File: src/hdl/vgf_pkg.sv
// shared constants, types and hash function for the voxel grid filter
package vgf_pkg;

  localparam int COORD_W = 32;
  localparam int SCALE_W = 26;
  localparam int KEY_W = 32;
  localparam int SEED_W = 32;
  localparam int PROD_SHIFT = 32;

  localparam logic [SEED_W-1:0] HASH_GOLDEN = 32'h9e3779b9;
  localparam int HASH_LSHIFT = 6;
  localparam int HASH_RSHIFT = 2;

  localparam int EPOCH_W = 8;
  localparam logic [EPOCH_W-1:0] EPOCH_FREE = '0;
  localparam logic [EPOCH_W-1:0] EPOCH_FIRST = EPOCH_W'(1);
  localparam logic [EPOCH_W-1:0] EPOCH_LAST = '1;

  localparam int DEF_TABLE_DEPTH = 4096;
  localparam int DEF_MAX_PROBES = 8;

  localparam int APB_ADDR_W = 2;
  localparam int APB_DATA_W = 32;
  localparam logic [APB_ADDR_W-1:0] REG_VOXEL_SCALE = 2'd0;
  localparam logic [SCALE_W-1:0] SCALE_RESET = 26'd655360;

  typedef enum logic [2:0] {
    ST_CLEAR,
    ST_IDLE,
    ST_MUL,
    ST_HASH,
    ST_MOD,
    ST_PROBE_RD,
    ST_PROBE_CK,
    ST_EMIT
  } state_t;

  typedef struct packed {
    logic [EPOCH_W-1:0] epoch;
    logic [KEY_W-1:0]   key_x;
    logic [KEY_W-1:0]   key_y;
    logic [KEY_W-1:0]   key_z;
  } entry_t;

  // hash-combine step
  function automatic logic [SEED_W-1:0] hash_mix(input logic [SEED_W-1:0] seed,
                                                 input logic [KEY_W-1:0] key);
    return seed ^ (key + HASH_GOLDEN + (seed << HASH_LSHIFT) + (seed >> HASH_RSHIFT));
  endfunction

endpackage

File: src/hdl/vgf_slot_mod.sv
// reduces the hash seed to a home slot, modulo the table depth
module vgf_slot_mod import vgf_pkg::*; #(
  parameter int TABLE_DEPTH = DEF_TABLE_DEPTH
) (
  input  logic                           clk,
  input  logic                           rst,
  input  logic                           start,
  input  logic [SEED_W-1:0]              seed,
  output logic                           done,
  output logic [$clog2(TABLE_DEPTH)-1:0] slot
);

  localparam int IDX_W = $clog2(TABLE_DEPTH);
  localparam bit IS_POW2 = (TABLE_DEPTH & (TABLE_DEPTH - 1)) == 0;
  localparam int RECIP_W = SEED_W + 1;
  localparam int RECIP_SHIFT = SEED_W + IDX_W;
  // ceil(2^(SEED_W+IDX_W) / depth) gives the exact quotient for every 32-bit seed
  localparam logic [RECIP_W-1:0] RECIP =
    RECIP_W'(((64'd1 << RECIP_SHIFT) + 64'(TABLE_DEPTH) - 64'd1) / 64'(TABLE_DEPTH));
  localparam logic [SEED_W-1:0] DEPTH_SEED = SEED_W'(TABLE_DEPTH);

  logic                      mul_busy;
  logic                      sub_busy;
  logic [SEED_W-1:0]         seed_q;
  logic [SEED_W-1:0]         quot;
  logic [SEED_W+RECIP_W-1:0] recip_prod;
  logic [SEED_W-1:0]         back_prod;
  logic [SEED_W-1:0]         rem_full;

  // quotient by reciprocal multiply, then remainder by multiply back and subtract
  assign recip_prod = seed_q * RECIP;
  assign back_prod  = quot * DEPTH_SEED;
  assign rem_full   = seed_q - back_prod;

  always_ff @(posedge clk) begin
    if (rst) begin
      mul_busy <= 1'b0;
      sub_busy <= 1'b0;
      done     <= 1'b0;
    end else begin
      done <= 1'b0;
      if (start) begin
        if (IS_POW2) begin
          slot <= seed[IDX_W-1:0];
          done <= 1'b1;
        end else begin
          mul_busy <= 1'b1;
          seed_q   <= seed;
        end
      end else if (mul_busy) begin
        mul_busy <= 1'b0;
        sub_busy <= 1'b1;
        quot     <= SEED_W'(recip_prod >> RECIP_SHIFT);
      end else if (sub_busy) begin
        sub_busy <= 1'b0;
        done     <= 1'b1;
        slot     <= rem_full[IDX_W-1:0];
      end
    end
  end

endmodule

File: config.mk
export PLATFORM = sky130hd
export DESIGN_NAME = vgf_slot_mod
export DESIGN_NICKNAME = d
export VERILOG_FILES = /design/src/hdl/vgf_pkg.sv /design/src/hdl/vgf_slot_mod.sv
export SDC_FILE = /design/constraint.sdc
export NUM_CORES = 1
export LEC_CHECK = 0
export ABC_AREA = 0
export BUFFER_PORTS_ARGS = -buffer_cell sky130_fd_sc_hd__buf_2
export CAP_MARGIN = 40
export CORE_AREA = 4 4 41 43
export DETAILED_ROUTE_END_ITERATION = 8
export DIE_AREA = 0 0 45 47
export PLACE_DENSITY = 0.77
export SLEW_MARGIN = 0
export SYNTH_ARGS = -nofsm -noshare
export SYNTH_HDL_FRONTEND = slang
export SYNTH_SLANG_ARGS = --single-unit
File: constraint.sdc
create_clock -name clk -period 2.2 [get_ports clk]
set_input_delay 0.11 -clock clk [delete_from_list [all_inputs] [get_ports clk]]
set_output_delay 0.11 -clock clk [all_outputs]
set_load 0.05 [all_outputs]
==> metrics, run 1 <==
clk root buf=clkbuf_4; CTS tree=done; fin crit share=44.8%; cell family with most CP delay=flip-flops; Ys Warns=0; clock-pin slew on the worst setup and hold paths=70 ps; Synth Area in XOR/XNOR=0%; Post-Synthesis Cells=15; Setup Slack @ Placement=1370 ps; VDD IR max=0.382 mV; mapped cell area=393 um^2; post-synth cell types=3; post-route ant nets=0; Core Region=1300 um^2; Max-cap violations=0; Final Hold Fails=0; cell depth of the worst setup path=1; Max Clk Rate=1010 MHz; Synth Area in Adders=0%; CP Launch Type=register; dpl cell area=554 um^2; WL/cell=12.0 um; Resized cells post-CTS=0; Final setup viols=0; RSZ-0062 raised after global routing=false; main combinational cell family by area after synthesis=simple AND/OR/NAND/NOR gates; register share of total power=56.2%; I/O Buffers=27; Die W=45 um; most common cell after layout, fill and taps aside=buf_2; CP max stage cell=edfxtp_1; fillers=130; HP Start=seed[7]; switching share of power=26.8%; # diodes=0; Simple-Gate Fraction of Synth Area=3.18%; Cell Pwr Density=877 nW/um^2; Overall Power=518 uW; 1st-iter DRT viols=3; Layout Area Growth over Synthesis=50.3%; buffering stage count on the worst path with inverters included=1; H-Tree Depth=1; Min-Delay Endpoint=slot[7]; post-route cell area=591 um^2; Internal=379 uW; Tmin final=986 ps; Die Y=47 um; gr usage total=8.06%; drt pass-1 iters=2; sw power=139 uW; Worst setup EP type=primary output; Initial Util=30.2%; Crit Path Max Fanout=1; Worst EP arrival=880 ps; Crit path largest cell delay=390 ps; syn_nets=50; Std-Cell Rows=13; Post-route DRC=0; Seq/Total Area, Yosys=96.8%; Clock Path Buffers=2; post-route setup TNS=0 ps; mux cell area share after synthesis=0%; max-slew violations=0; ratio of cells with drive above 1 in the final layout=64.6%; status=finished clean; Avg Vias per Cell=3.90; largest net degree at the start of global routing=13; antenna violations before repair=0; hold-critical path depth=1; # clock sinks=13; die area=2120 um^2; HP Class=in -> reg; grt ovf=0; GPL Wtd Cong=0.609; # IOs=48; CP Cell Sequence=buf_2; Least-Margin Pin Slew=254 ps; global-route wire length before repair=1130 um; CP required=2090 ps; Mean Syn Cell Area=26.2 um^2; vias in the first global route=266; Num CTS Buffers=3; Yosys reg bits=13; Core Util, Final=45.4%; Total Nets Final=84; worst hold slack=18.1 ps; compound-gate portion of the synthesized area=0%; most frequent cells in the layout=buf_2, edfxtp_1, clkbuf_4; critical setup path kind=reg -> out; Layout Cells excl Fill=63; placed instance count=58; Clk pwr share=26.3%; total wire length=759 um; DR vias=246; PnR worst setup slack=1210 ps; Gate power share=17.4%; Lkg Pwr=0.257 nW; Max-slew headroom=83.2%
[flip-flops by register name, summed over array words and instances (netlist names)]
name	count
done	1
slot	12
[final cells by class]
cell class / count / area (um^2) / area share (%)
well taps: 15 / 18.8 / 3.18
flip-flops and latches: 13 / 380 / 64.4
clock buffers: 4 / 26.3 / 4.45
repair buffers: 29 / 153 / 25.8
multi-input cells: 2 / 12.5 / 2.12
[cells by family (layout without fill, tap and decap cells)]
kind of cell	after synthesis	count (layout)
buf+inv	0	33
flops	13	13
simple gates	2	2
[synthesized netlist by cell type]
library cell,number,area share [%]
edfxtp_1,12,92
dfxtp_1,1,5.1
nor2b_1,2,3.2
[power groups by stage]
stage               sequential [mW]  clock [mW]  combinational, mW
global placement              0.296           0             0.0894
global route                  0.293       0.155             0.0952
floorplan                     0.354           0            0.00410
detailed placement            0.298           0             0.0904
finish                        0.291       0.136             0.0904
CTS                           0.292       0.140             0.0904
[worst max path at each step]
stage | start | end | slack [ps]
3_5_place_dp | rst | slot[7] | 1370
4_1_cts | slot[8] | slot[8] | 1200
6_report | slot[8] | slot[8] | 1210
2_1_floorplan | start | slot[0] | 1110
5_1_grt | slot[8] | slot[8] | 1180
3_3_place_gp | rst | slot[7] | 1380
[routing by layer]
metal	track usage, %	wire [um]
met1	7.73	250
met2	13.6	400
met3	3.07	107
met4	7.02	0
met5	0	0
[what timing repair did]
| item | in CTS | in global routing |
|---|---|---|
| endpoints found under the hold margin | 0 | 1 |
| buffers inserted | 0 | 0 |
| hold buffers | 0 | 1 |
Power figures use the tool's default switching activity.
==> inputs of run 2 (changes only) <==
ABC_AREA = 1   (was 0)
CORE_AREA = unset   (was 4 4 41 43)
CORE_MARGIN = 4   (was unset)
CORE_UTILIZATION = 27   (was unset)
DIE_AREA = unset   (was 0 0 45 47)
PLACE_DENSITY = 0.74   (was 0.77)
clock period = 0.9 ns   (was 2.2 ns; I/O delays follow)
==> metrics, run 2 <==
post-route setup TNS=0 ps; I/O Buffers=27; # IOs=48; Seq/Total Area, Yosys=97.1%; Max-cap violations=0; cell family with most CP delay=flip-flops; Tmin final=897 ps; drt pass-1 iters=5; Lkg Pwr=0.338 nW; most frequent cells in the layout=buf_2, dlygate4sd3_1, edfxtp_1; Synth async-reset ratio=0%; Ys Warns=0; most frequent cells after synthesis=edfxtp_1, nor2_1, dfxtp_1, inv_1; Clock Path Buffers=2; critical setup path kind=reg -> out; mux cell area share after synthesis=0%; Worst setup EP type=primary output; H-Tree Depth=1; PnR worst setup slack=3.44 ps; post-synth cell types=4; most flop-heavy register=slot; Core Util, Final=59.6%; WL/cell=11.6 um; Worst EP arrival=850 ps; total wire length=882 um; antenna violations before repair=0; Synth Area in XOR/XNOR=0%; CP Launch Type=register; VDD IR max=0.864 mV; # diodes=0; FF+latch area=380 um^2; Simple-Gate Fraction of Synth Area=1.92%; Std-Cell Rows=13; Synth area leaders=edfxtp_1, dfxtp_1, nor2_1; compound-gate portion of the synthesized area=0%; clk root buf=clkbuf_4; Die Y=46.1 um; Max Clk Rate=1120 MHz; Main synth FF type=edfxtp_1; most common cell after layout, fill and taps aside=buf_2; Final setup viols=0; buffering stage count on the worst path with inverters included=1; Overall Power=1.37 mW; Synth top area share=92.0%; DPL Wire Length=609 um; grt ovf=0; Final Hold Fails=0; Max-slew headroom=89.5%; clock-pin slew on the worst setup and hold paths=70 ps; CP required=850 ps; fin crit share=99.6%; fillers=102; 1st-iter DRT viols=4; mapped cell area=392 um^2; Mean Syn Cell Area=24.5 um^2; Crit Path Max Fanout=1; Crit path largest cell delay=410 ps; Die W=46.1 um; Yosys reg bits=13; CP Cell Sequence=buf_6; placed instance count=59; max-slew violations=0; Post-route DRC=0; CP max stage cell=edfxtp_1; ratio of cells with drive above 1 in the final layout=52.5%; # clock sinks=13; RSZ-0062 raised after global routing=true; gr usage total=9.50%; Post-Synthesis Cells=16; GPL Wtd Cong=0.620; max reg flops=12; syn_nets=51; CTS tree=done; Setup Slack @ Placement=156 ps; most common cell in the netlist=edfxtp_1; multi-input combinational cell area=10.0 um^2; largest net degree at the start of global routing=13; global-route wire length before repair=1340 um; post-route ant nets=0; Avg Vias per Cell=3.92; die area=2120 um^2; vias in the first global route=321; Num CTS Buffers=3; Least-Margin Pin Slew=158 ps; Post-synth EDFFs=12; Core Region=1330 um^2; Total Nets Final=97; top flop regs=slot (12), done (1); HP Class=in -> reg; Layout Cells excl Fill=76; Initial Util=29.4%; Layout Area Growth over Synthesis=103%; postcts setup bufs=0; Cell Pwr Density=1720 nW/um^2; main combinational cell family by area after synthesis=simple AND/OR/NAND/NOR gates; status=finished clean; cell taking the most area after synthesis=edfxtp_1; Synth Area in Adders=0%; DR vias=298
==> run 2: cell count changes after synthesis <==
cell / before / now
inv_1: 0 / 1
nor2b_1: 2 / 0
nor2_1: 0 / 2
==> run 2: final timing paths <==
path | start | end | slack [ps] | depth (start not counted)
max | slot[6] | slot[6] | 3 | 1
min | start | done | 9 | 3
==> run 2: repair_timing <==
action	in CTS	in global routing
hold buffers	13	0
resized for setup	7	23
pin swaps	0	0
endpoints found under the setup margin	5	13
hold endpoints to repair	13	0
==> run 2: layout make-up <==
class	count	area share (%)
timing repair buffer	41	44.7
inverter	1	0.472
multi-input combinational	2	1.26
tap	15	2.36
sequential	13	47.9
clock buffer	4	3.31
==> run 2: stage by stage <==
stage | instance area (um^2) | hold WS (ps)
finish | 795 | 9.16
global route | 795 | 44.6
CTS | 744 | 4.13
detailed placement | 568 | 223
global placement | 568 | 222
floorplan | 394 | 117
==> run 2: cell families (layout without fill, tap and decap cells) <==
family | after synthesis | after routing
and+or+nand+nor | 2 | 2
buffers and inverters | 1 | 46
DFF | 13 | 13
==> run 2: layer usage <==
metal	routed length, um	global-route usage (%)	vias up
met5	0	0	-
met3	85	3.91	2
li1	-	-	149
met4	7	5.11	0
met1	295	8.75	132
met2	493	17.3	15
==> run 2: power by group <==
group          total, mW  internal (mW)  switching, mW
registers          0.720          0.704         0.0161
clock network      0.341          0.171          0.170
logic              0.309          0.133          0.177
